**config.mk**
```make
export PLATFORM = sky130hd
export DESIGN_NAME = compressor_cycle_guard_flat
export DESIGN_NICKNAME = d
export VERILOG_FILES = /design/src/rtl/core/ccg_pkg.sv /design/src/rtl/core/ccg_if.sv /design/src/rtl/core/compressor_cycle_guard.sv /design/src/rtl/core/ccg_csr.sv /design/src/rtl/core/ccg_step.sv /design/src/flat_wrapper.sv
export SDC_FILE = /design/constraint.sdc
export NUM_CORES = 1
export LEC_CHECK = 0
export ABC_CLOCK_PERIOD_IN_PS = 3100
export CAP_MARGIN = 20
export CORE_MARGIN = 4
export CORE_UTILIZATION = 45
export DETAILED_ROUTE_END_ITERATION = 10
export DONT_BUFFER_PORTS = 1
export GPL_TIMING_DRIVEN = 0
export PLACE_DENSITY = 0.62
export SYNTH_ARGS = -nofsm -noshare
export SYNTH_HDL_FRONTEND = slang
export SYNTH_SLANG_ARGS = --single-unit
```
**constraint.sdc**
```tcl
create_clock -name clock -period 3.1 [get_ports clock]
set_input_delay 0 -clock clock [delete_from_list [all_inputs] [get_ports clock]]
set_output_delay 0 -clock clock [all_outputs]
set_load 0.02 [all_outputs]
```
**src/rtl/core/ccg_pkg.sv**
```systemverilog
// Shared types and constants for the compressor cycle guard.
// No dependencies; imported by every module of the block.
package ccg_pkg;

   localparam int CSR_ADDR_BITS = 5;
   localparam int CSR_DATA_BITS = 32;

   localparam logic [1:0] MODE_READY = 2'd0;
   localparam logic [1:0] MODE_REST  = 2'd1;
   localparam logic [1:0] MODE_WORK  = 2'd2;
   localparam logic [1:0] MODE_WAIT  = 2'd3;

   localparam logic REQ_SAMPLE = 1'b0;
   localparam logic REQ_TICK   = 1'b1;

   localparam logic [2:0] REG_START_TEMP = 3'd0;
   localparam logic [2:0] REG_STOP_TEMP  = 3'd1;
   localparam logic [2:0] REG_MAX_RUN    = 3'd2;
   localparam logic [2:0] REG_REST       = 3'd3;
   localparam logic [2:0] REG_WAIT       = 3'd4;

   typedef struct packed {
      logic       compressor_on;
      logic [1:0] mode;
      logic       request_temperature;
   } rsp_payload_type;

endpackage

```
**src/rtl/core/ccg_if.sv**
```systemverilog
// Valid/ready channel interfaces for sample/tick requests and responses.
// Depends on nothing; used by compressor_cycle_guard ports.
interface ccg_req_if #(
   parameter int TEMP_BITS = 12
);
   logic                        valid;
   logic                        ready;
   logic                        req_type;
   logic signed [TEMP_BITS-1:0] temperature;
   logic                        temperature_fault;

   modport source (output valid, req_type, temperature, temperature_fault, input ready);
   modport sink   (input valid, req_type, temperature, temperature_fault, output ready);
endinterface

interface ccg_rsp_if;
   logic       valid;
   logic       ready;
   logic       compressor_on;
   logic [1:0] mode;
   logic       request_temperature;

   modport source (output valid, compressor_on, mode, request_temperature, input ready);
   modport sink   (input valid, compressor_on, mode, request_temperature, output ready);
endinterface

```
**src/rtl/core/compressor_cycle_guard.sv**
```systemverilog
// Compressor thermostat with anti-short-cycle timers; input register,
// one update stage and a result register. The response is registered in the result
// register. Throughput: one transaction per cycle while the response side accepts.
// Synchronous active-high reset: mode ready, timer stopped, power off,
// pipeline empty, registers at their documented defaults. No clearing pass.
module compressor_cycle_guard #(
   parameter int TIMER_BITS = 24,
   parameter int TEMP_BITS  = 12
) (
   input  logic                              clock,
   input  logic                              reset,
   ccg_req_if.sink                           req_bus,
   ccg_rsp_if.source                         rsp_bus,
   input  logic                              psel,
   input  logic                              penable,
   input  logic                              pwrite,
   input  logic [ccg_pkg::CSR_ADDR_BITS-1:0] paddr,
   input  logic [ccg_pkg::CSR_DATA_BITS-1:0] pwdata,
   output logic [ccg_pkg::CSR_DATA_BITS-1:0] prdata,
   output logic                              pready
);
   import ccg_pkg::*;

   logic signed [TEMP_BITS-1:0] start_temp, stop_temp;
   logic [TIMER_BITS-1:0]       max_run_ticks, rest_ticks, wait_ticks;

   logic                        in_valid_ff;
   logic                        in_type_ff;
   logic signed [TEMP_BITS-1:0] in_temp_ff;
   logic                        in_fault_ff;
   logic                        out_valid_ff;
   rsp_payload_type             out_data_ff;
   rsp_payload_type             step_result;
   logic                        out_open, in_open, fire;

   assign out_open = !out_valid_ff || rsp_bus.ready;
   assign fire     = in_valid_ff && out_open;
   assign in_open  = !in_valid_ff || out_open;
   assign req_bus.ready = in_open;

   ccg_csr #(.TIMER_BITS(TIMER_BITS), .TEMP_BITS(TEMP_BITS)) u_csr (
      .clock         (clock),
      .reset         (reset),
      .psel          (psel),
      .penable       (penable),
      .pwrite        (pwrite),
      .paddr         (paddr),
      .pwdata        (pwdata),
      .prdata        (prdata),
      .pready        (pready),
      .start_temp    (start_temp),
      .stop_temp     (stop_temp),
      .max_run_ticks (max_run_ticks),
      .rest_ticks    (rest_ticks),
      .wait_ticks    (wait_ticks)
   );

   ccg_step #(.TIMER_BITS(TIMER_BITS), .TEMP_BITS(TEMP_BITS)) u_step (
      .clock             (clock),
      .reset             (reset),
      .fire              (fire),
      .req_type          (in_type_ff),
      .temperature       (in_temp_ff),
      .temperature_fault (in_fault_ff),
      .start_temp        (start_temp),
      .stop_temp         (stop_temp),
      .max_run_ticks     (max_run_ticks),
      .rest_ticks        (rest_ticks),
      .wait_ticks        (wait_ticks),
      .result            (step_result)
   );

   always_ff @(posedge clock) begin
      if (reset) begin
         in_valid_ff <= 1'b0;
      end else if (in_open) begin
         in_valid_ff <= req_bus.valid;
      end
   end

   always_ff @(posedge clock) begin
      if (in_open && req_bus.valid) begin
         in_type_ff  <= req_bus.req_type;
         in_temp_ff  <= req_bus.temperature;
         in_fault_ff <= req_bus.temperature_fault;
      end
   end

   always_ff @(posedge clock) begin
      if (reset) begin
         out_valid_ff <= 1'b0;
      end else if (out_open) begin
         out_valid_ff <= in_valid_ff;
      end
   end

   always_ff @(posedge clock) begin
      if (fire) begin
         out_data_ff <= step_result;
      end
   end

   assign rsp_bus.valid               = out_valid_ff;
   assign rsp_bus.compressor_on       = out_data_ff.compressor_on;
   assign rsp_bus.mode                = out_data_ff.mode;
   assign rsp_bus.request_temperature = out_data_ff.request_temperature;

endmodule

```
**src/rtl/core/ccg_csr.sv**
```systemverilog
// APB-style configuration registers: thresholds and timer reloads.
// Depends on ccg_pkg.
module ccg_csr #(
   parameter int TIMER_BITS = 24,
   parameter int TEMP_BITS  = 12
) (
   input  logic                                clock,
   input  logic                                reset,
   input  logic                                psel,
   input  logic                                penable,
   input  logic                                pwrite,
   input  logic [ccg_pkg::CSR_ADDR_BITS-1:0]   paddr,
   input  logic [ccg_pkg::CSR_DATA_BITS-1:0]   pwdata,
   output logic [ccg_pkg::CSR_DATA_BITS-1:0]   prdata,
   output logic                                pready,
   output logic signed [TEMP_BITS-1:0]         start_temp,
   output logic signed [TEMP_BITS-1:0]         stop_temp,
   output logic [TIMER_BITS-1:0]               max_run_ticks,
   output logic [TIMER_BITS-1:0]               rest_ticks,
   output logic [TIMER_BITS-1:0]               wait_ticks
);
   import ccg_pkg::*;

   logic signed [TEMP_BITS-1:0] start_ff, stop_ff;
   logic [TIMER_BITS-1:0]       max_run_ff, rest_ff, wait_ff;
   logic                        wr_en;
   logic [2:0]                  reg_idx;

   assign pready  = 1'b1;
   assign wr_en   = psel & penable & pwrite & pready;
   assign reg_idx = paddr[4:2];

   always_ff @(posedge clock) begin
      if (reset) begin
         start_ff   <= TEMP_BITS'(50);
         stop_ff    <= TEMP_BITS'(20);
         max_run_ff <= TIMER_BITS'(32'd3600000);
         rest_ff    <= TIMER_BITS'(32'd600000);
         wait_ff    <= TIMER_BITS'(32'd300000);
      end else if (wr_en) begin
         case (reg_idx)
            REG_START_TEMP: start_ff   <= pwdata[TEMP_BITS-1:0];
            REG_STOP_TEMP:  stop_ff    <= pwdata[TEMP_BITS-1:0];
            REG_MAX_RUN:    max_run_ff <= pwdata[TIMER_BITS-1:0];
            REG_REST:       rest_ff    <= pwdata[TIMER_BITS-1:0];
            REG_WAIT:       wait_ff    <= pwdata[TIMER_BITS-1:0];
            default: ;
         endcase
      end
   end

   always_comb begin
      case (reg_idx)
         REG_START_TEMP: prdata = CSR_DATA_BITS'(start_ff);
         REG_STOP_TEMP:  prdata = CSR_DATA_BITS'(stop_ff);
         REG_MAX_RUN:    prdata = CSR_DATA_BITS'(max_run_ff);
         REG_REST:       prdata = CSR_DATA_BITS'(rest_ff);
         REG_WAIT:       prdata = CSR_DATA_BITS'(wait_ff);
         default:        prdata = '0;
      endcase
   end

   assign start_temp    = start_ff;
   assign stop_temp     = stop_ff;
   assign max_run_ticks = max_run_ff;
   assign rest_ticks    = rest_ff;
   assign wait_ticks    = wait_ff;

endmodule

```
**src/rtl/core/ccg_step.sv**
```systemverilog
// Mode, timer and power state with the per-transaction update logic.
// Depends on ccg_pkg.
module ccg_step #(
   parameter int TIMER_BITS = 24,
   parameter int TEMP_BITS  = 12
) (
   input  logic                         clock,
   input  logic                         reset,
   input  logic                         fire,
   input  logic                         req_type,
   input  logic signed [TEMP_BITS-1:0]  temperature,
   input  logic                         temperature_fault,
   input  logic signed [TEMP_BITS-1:0]  start_temp,
   input  logic signed [TEMP_BITS-1:0]  stop_temp,
   input  logic [TIMER_BITS-1:0]        max_run_ticks,
   input  logic [TIMER_BITS-1:0]        rest_ticks,
   input  logic [TIMER_BITS-1:0]        wait_ticks,
   output ccg_pkg::rsp_payload_type     result
);
   import ccg_pkg::*;

   logic [1:0]            mode_ff, mode_in;
   logic [TIMER_BITS-1:0] timer_ff, timer_in;
   logic                  power_ff, power_in;
   logic                  request;
   logic [TIMER_BITS-1:0] max_load, rest_load, wait_load, timer_dec;

   // a zero reload expires on the next tick
   assign max_load  = (max_run_ticks == '0) ? TIMER_BITS'(1) : max_run_ticks;
   assign rest_load = (rest_ticks == '0) ? TIMER_BITS'(1) : rest_ticks;
   assign wait_load = (wait_ticks == '0) ? TIMER_BITS'(1) : wait_ticks;
   assign timer_dec = timer_ff - TIMER_BITS'(1);

   always_comb begin
      mode_in  = mode_ff;
      timer_in = timer_ff;
      power_in = power_ff;
      request  = 1'b0;
      if (req_type == REQ_SAMPLE) begin
         if (temperature_fault) begin
            if (mode_ff != MODE_READY) begin
               mode_in  = MODE_READY;
               timer_in = '0;
               power_in = 1'b0;
            end
         end else if (temperature >= start_temp && mode_ff == MODE_READY) begin
            power_in = 1'b1;
            mode_in  = MODE_WORK;
            timer_in = max_load;
         end else if (temperature <= stop_temp && mode_ff == MODE_WORK) begin
            power_in = 1'b0;
            mode_in  = MODE_WAIT;
            timer_in = wait_load;
         end
      end else if (timer_ff != '0) begin
         timer_in = timer_dec;
         if (timer_dec == '0) begin
            if (mode_ff == MODE_WORK) begin
               power_in = 1'b0;
               mode_in  = MODE_REST;
               timer_in = rest_load;
            end else begin
               mode_in = MODE_READY;
               request = 1'b1;
            end
         end
      end
   end

   always_ff @(posedge clock) begin
      if (reset) begin
         mode_ff  <= MODE_READY;
         timer_ff <= '0;
         power_ff <= 1'b0;
      end else if (fire) begin
         mode_ff  <= mode_in;
         timer_ff <= timer_in;
         power_ff <= power_in;
      end
   end

   assign result.compressor_on       = power_in;
   assign result.mode                = mode_in;
   assign result.request_temperature = request;

endmodule

```
**src/flat_wrapper.sv**
```systemverilog
// flat-port wrapper written by rule: the top's interface ports become plain ports
module compressor_cycle_guard_flat import ccg_pkg::*;
#(
   parameter int TIMER_BITS = 24,
   parameter int TEMP_BITS  = 12
)
  (clock, reset, psel, penable, pwrite, paddr, pwdata, prdata, pready, req_bus_valid, req_bus_req_type, req_bus_temperature, req_bus_temperature_fault, req_bus_ready, rsp_bus_valid, rsp_bus_compressor_on, rsp_bus_mode, rsp_bus_request_temperature, rsp_bus_ready);
  ccg_req_if #(.TEMP_BITS(TEMP_BITS)) req_bus_i ();
  ccg_rsp_if rsp_bus_i ();
  input  logic clock;
  input  logic reset;
  input  logic psel;
  input  logic penable;
  input  logic pwrite;
  input  logic [ccg_pkg::CSR_ADDR_BITS-1:0] paddr;
  input  logic [ccg_pkg::CSR_DATA_BITS-1:0] pwdata;
  output logic [ccg_pkg::CSR_DATA_BITS-1:0] prdata;
  output logic pready;
  input wire logic [$bits(req_bus_i.valid)-1:0] req_bus_valid;
  input wire logic [$bits(req_bus_i.req_type)-1:0] req_bus_req_type;
  input wire logic [$bits(req_bus_i.temperature)-1:0] req_bus_temperature;
  input wire logic [$bits(req_bus_i.temperature_fault)-1:0] req_bus_temperature_fault;
  output wire logic [$bits(req_bus_i.ready)-1:0] req_bus_ready;
  output wire logic [$bits(rsp_bus_i.valid)-1:0] rsp_bus_valid;
  output wire logic [$bits(rsp_bus_i.compressor_on)-1:0] rsp_bus_compressor_on;
  output wire logic [$bits(rsp_bus_i.mode)-1:0] rsp_bus_mode;
  output wire logic [$bits(rsp_bus_i.request_temperature)-1:0] rsp_bus_request_temperature;
  input wire logic [$bits(rsp_bus_i.ready)-1:0] rsp_bus_ready;
  assign req_bus_i.valid = req_bus_valid;
  assign req_bus_i.req_type = req_bus_req_type;
  assign req_bus_i.temperature = req_bus_temperature;
  assign req_bus_i.temperature_fault = req_bus_temperature_fault;
  assign req_bus_ready = req_bus_i.ready;
  assign rsp_bus_valid = rsp_bus_i.valid;
  assign rsp_bus_compressor_on = rsp_bus_i.compressor_on;
  assign rsp_bus_mode = rsp_bus_i.mode;
  assign rsp_bus_request_temperature = rsp_bus_i.request_temperature;
  assign rsp_bus_i.ready = rsp_bus_ready;
  compressor_cycle_guard #(.TIMER_BITS(TIMER_BITS), .TEMP_BITS(TEMP_BITS)) u_core (.clock(clock), .reset(reset), .req_bus(req_bus_i), .rsp_bus(rsp_bus_i), .psel(psel), .penable(penable), .pwrite(pwrite), .paddr(paddr), .pwdata(pwdata), .prdata(prdata), .pready(pready));
endmodule
```
==> impl_metrics.tcl <==
set metrics [dict create \
    yosysSeqAreaShare 0.380 \
    clock_path_buffers 2 \
    max_freq_mhz 327 \
    endpoint_kind "flop" \
    clock_skew_ns 0.00992 \
    ff2ff_setup_slack_ns 0.04 \
    synth_area_leaders "dfxtp_1 (31%), nand2_1 (10%), edfxtp_1 (6.7%), mux2_2 (6.2%), a21oi_1 (4.2%)" \
    regArea_um2 3050 \
    die_area_um2 20000 \
    synth_edf_count 18 \
    gp_congestion 0.947 \
    coreArea_um2 17400 \
    status "completed" \
    cts_tree "yes" \
    setup_viol 0 \
    hold-worst-slack_ns 0.0450 \
    dp_hpwl_um 20400 \
    cts_buffers 17 \
    whs_endpoint "u_core.u_csr.rest_ticks[0]" \
    grt_pass1_wl_um 42600 \
    synthArstFlopShare 0 \
    grt_pass1_vias 7391 \
    rsz0062_at_grt "true" \
    timing.rr.end "u_core.u_step.timer_ff[2]" \
    worst_slew_pin_slew_ns 1.02 \
    fp.dieW_um 141 \
    yosys.cell_count.top_type "nand2_1" \
    seq_power_share 0.397 \
    path_clk_slew_ns 0.06 \
    synth_warnings 0 \
    maxCapViolCount 0 \
    maxSlewViolCount 0 \
    syn_avg_cell_area_um2 8.18 \
    place_inst 1204 \
    irDropWorstVdd_mv 0.383 \
    final_cells 1294 \
    drt_iter0_drc 737 \
    synth-seq-cells 143 \
    hp-class "primary input to flop" \
    relSlewSlack 0.311 \
    synth_cell_types 61 \
    total_power_w 0.00508 \
    grt-ovfl-total 0 \
    cts_sinks 143 \
    intPower_w 0.00362 \
    drc 0 \
    slowest_delay_ns 0.53 \
    p_sw_w 0.00146 \
    ys_top_cells_by_count "nand2_1 (215), dfxtp_1 (125), a21oi_1 (67)" \
    io_pins 97 \
    fp.dieH_um 141 \
    area.growth.synth_to_final_pct 20.6 \
    clockPowerShare 0.406 \
    start_kind "flop" \
    worstSetupPathType "flop to flop" \
    antenna_found_initial 0 \
    syn_nets 1063 \
    worstPathMaxFanout 7 \
    clock_latency_ns 0.43 \
    synth_top_flop_cell "dfxtp_1" \
    synth_top_area_cell "dfxtp_1" \
    cp_slowest_cell "or4b_4" \
    combPwrFrac 0.197 \
    fin_nets 1140 \
    worstPathCellList "inv_4 > ha_4 > or4b_4 > or4b_4 > a32oi_2 > and3_4 > and4_1 > buf_6 > buf_8 > a22oi_2 > a311oi_1" \
    start_util 0.462 \
    port_buffers 0 \
    row_count 48 \
    min_from "paddr[3]" \
    first_pass_iters 5 \
    rr_worst_depth 11 \
    cpMostUsedCell "or4b_4" \
    setup_tns_ns 0 \
    path_delay_family "simple AND/OR/NAND/NOR gates" \
    netlist_instances 979 \
    leakage_nw 3.53 \
    track_usage 0.275 \
    multi_input_area_um2 4680 \
    vias_per_cell 5.95 \
    synth_top_area_frac 0.312 \
    r2r_start "u_core.u_step.timer_ff[0]" \
    worstPathArrival_ns 3.37 \
    drive_above_1_share 0.130 \
    hold_viol_final 0 \
    detail-route-antenna-nets 0 \
    min_delay_path_depth 4 \
    p_per_area_nw_per_um2 526 \
    fillers 1670 \
    cts_max_level 4 \
    n_antenna_cell 0 \
    vias 7698 \
    synthesis.area_um2 8010 \
    drt_wl_total_um 27600 \
    cts-root-buf "clkbuf_16" \
    swShare 0.287 \
    cp.required_ns 3.41 \
    grt_max_degree 18 \
    finalCritPeriodShare 0.987 \
    cp_num_buf_inv 3 \
    min_period_ns 3.06 \
    wire_per_inst_um 21.3 \
]
==> area by class of cell <==
| class | instances | area share |
|---|---|---|
| inverters | 30 | 0.0119 |
| flip-flops and latches | 143 | 0.316 |
| repair buffers | 64 | 0.0645 |
| multi-input cells | 728 | 0.484 |
| clock inverters | 13 | 0.0151 |
| clock buffers | 19 | 0.0448 |
| well taps | 225 | 0.0291 |
| plain buffers | 72 | 0.0351 |
==> worst min-delay path, delay by kind of cell <==
kind	cells	cell delay, ns
and+or+nand+nor	2	0.21
buffers and inverters	1	0.16
AOI/OAI and AO/OA	1	0.05
==> cell families after synthesis <==
family | share of synthesized area
compound gates | 0.175
mux | 0.0756
buf+inv | 0.0575
xor+xnor | 0.0208
fa+ha+maj | 0.0406
simple gates | 0.251
flops | 0.380
other cells | 0.000468
==> per-layer routing <==
layer / global-route usage / wire length (µm) / vias up
met3: 0.0543 / 1860 / 60
met1: 0.372 / 12300 / 3649
li1: - / - / 3672
met2: 0.433 / 12600 / 317
met4: 0.107 / 828 / 0
met5: 0 / 0 / -
==> power groups by stage <==
stage / clock network (W) / logic [W] / registers (W)
floorplan: 0 / 0.000612 / 0.00202
global placement: 0 / 0.000798 / 0.00204
detailed placement: 0 / 0.000795 / 0.00205
CTS: 0.00208 / 0.000910 / 0.00201
global route: 0.00215 / 0.00108 / 0.00203
finish: 0.00206 / 0.000999 / 0.00202
==> what timing repair did <==
action	4_1_cts	5_1_grt
hold buffers	45	0
gates resized for setup	27	21
hold endpoints to repair	112	0
buffers inserted	4	14
pin swaps	7	12
gates cloned	0	1
setup endpoints to repair	30	28
==> cells in the final DEF, fill, tap and decap left out, types with 23 or more instances in the layout <==
master           n
nand2_1        215
a311oi_1        23
dlygate4sd3_1   45
mux2_2          44
buf_4           26
inv_1           28
nor2_1          65
dfxtp_1        123
clkbuf_1        52
ha_1            25
a21oi_1         66
a22oi_1         35
nand3b_1        33
==> flip-flops by register name, indices dropped and copies added, names as in the netlist <==
signal                              flops
u_core.u_step.mode_ff                   2
u_core.in_fault_ff                      1
u_core.u_csr.rest_ticks                24
u_core.u_csr.stop_temp                 12
u_core.rsp_bus.valid                    1
u_core.u_step.timer_ff                 24
u_core.in_valid_ff                      1
u_core.in_temp_ff                      12
u_core.u_step.power_ff                  1
u_core.u_csr.max_run_ticks             24
u_core.u_csr.start_temp                12
u_core.in_type_ff                       1
u_core.rsp_bus.compressor_on            1
u_core.rsp_bus.request_temperature      1
u_core.rsp_bus.mode                     2
u_core.u_csr.wait_ticks                24
==> stage by stage <==
step | setup WS [ns] | area [µm²] | util
after floorplan | 0.267 | 8010 | -
after global placement | -0.807 | 8290 | 0.478
after detailed placement | -0.846 | 8290 | 0.478
after CTS | 0.000169 | 9450 | 0.545
after global routing | -0.0219 | 9660 | 0.557
final | 0.0415 | 9660 | 0.557
==> worst max-delay path by stage <==
stage / start / endpoint / slack, ns / cells past startpoint
final: u_core.u_step.timer_ff[0] / u_core.u_step.timer_ff[2] / 0.04 / 11
after global routing: u_core.u_step.timer_ff[0] / u_core.u_step.timer_ff[2] / -0.02 / 11
after CTS: u_core.u_step.timer_ff[0] / u_core.u_step.timer_ff[2] / 0.0002 / 11
after detailed placement: u_core.u_csr.start_temp[11] / u_core.u_step.timer_ff[2] / -0.85 / 12
after global placement: u_core.in_temp_ff[11] / u_core.u_step.timer_ff[1] / -0.81 / 11
after floorplan: u_core.u_step.timer_ff[0] / u_core.rsp_bus.mode[0] / 0.27 / 11
Note: power is estimated with default switching activity, not from simulation.
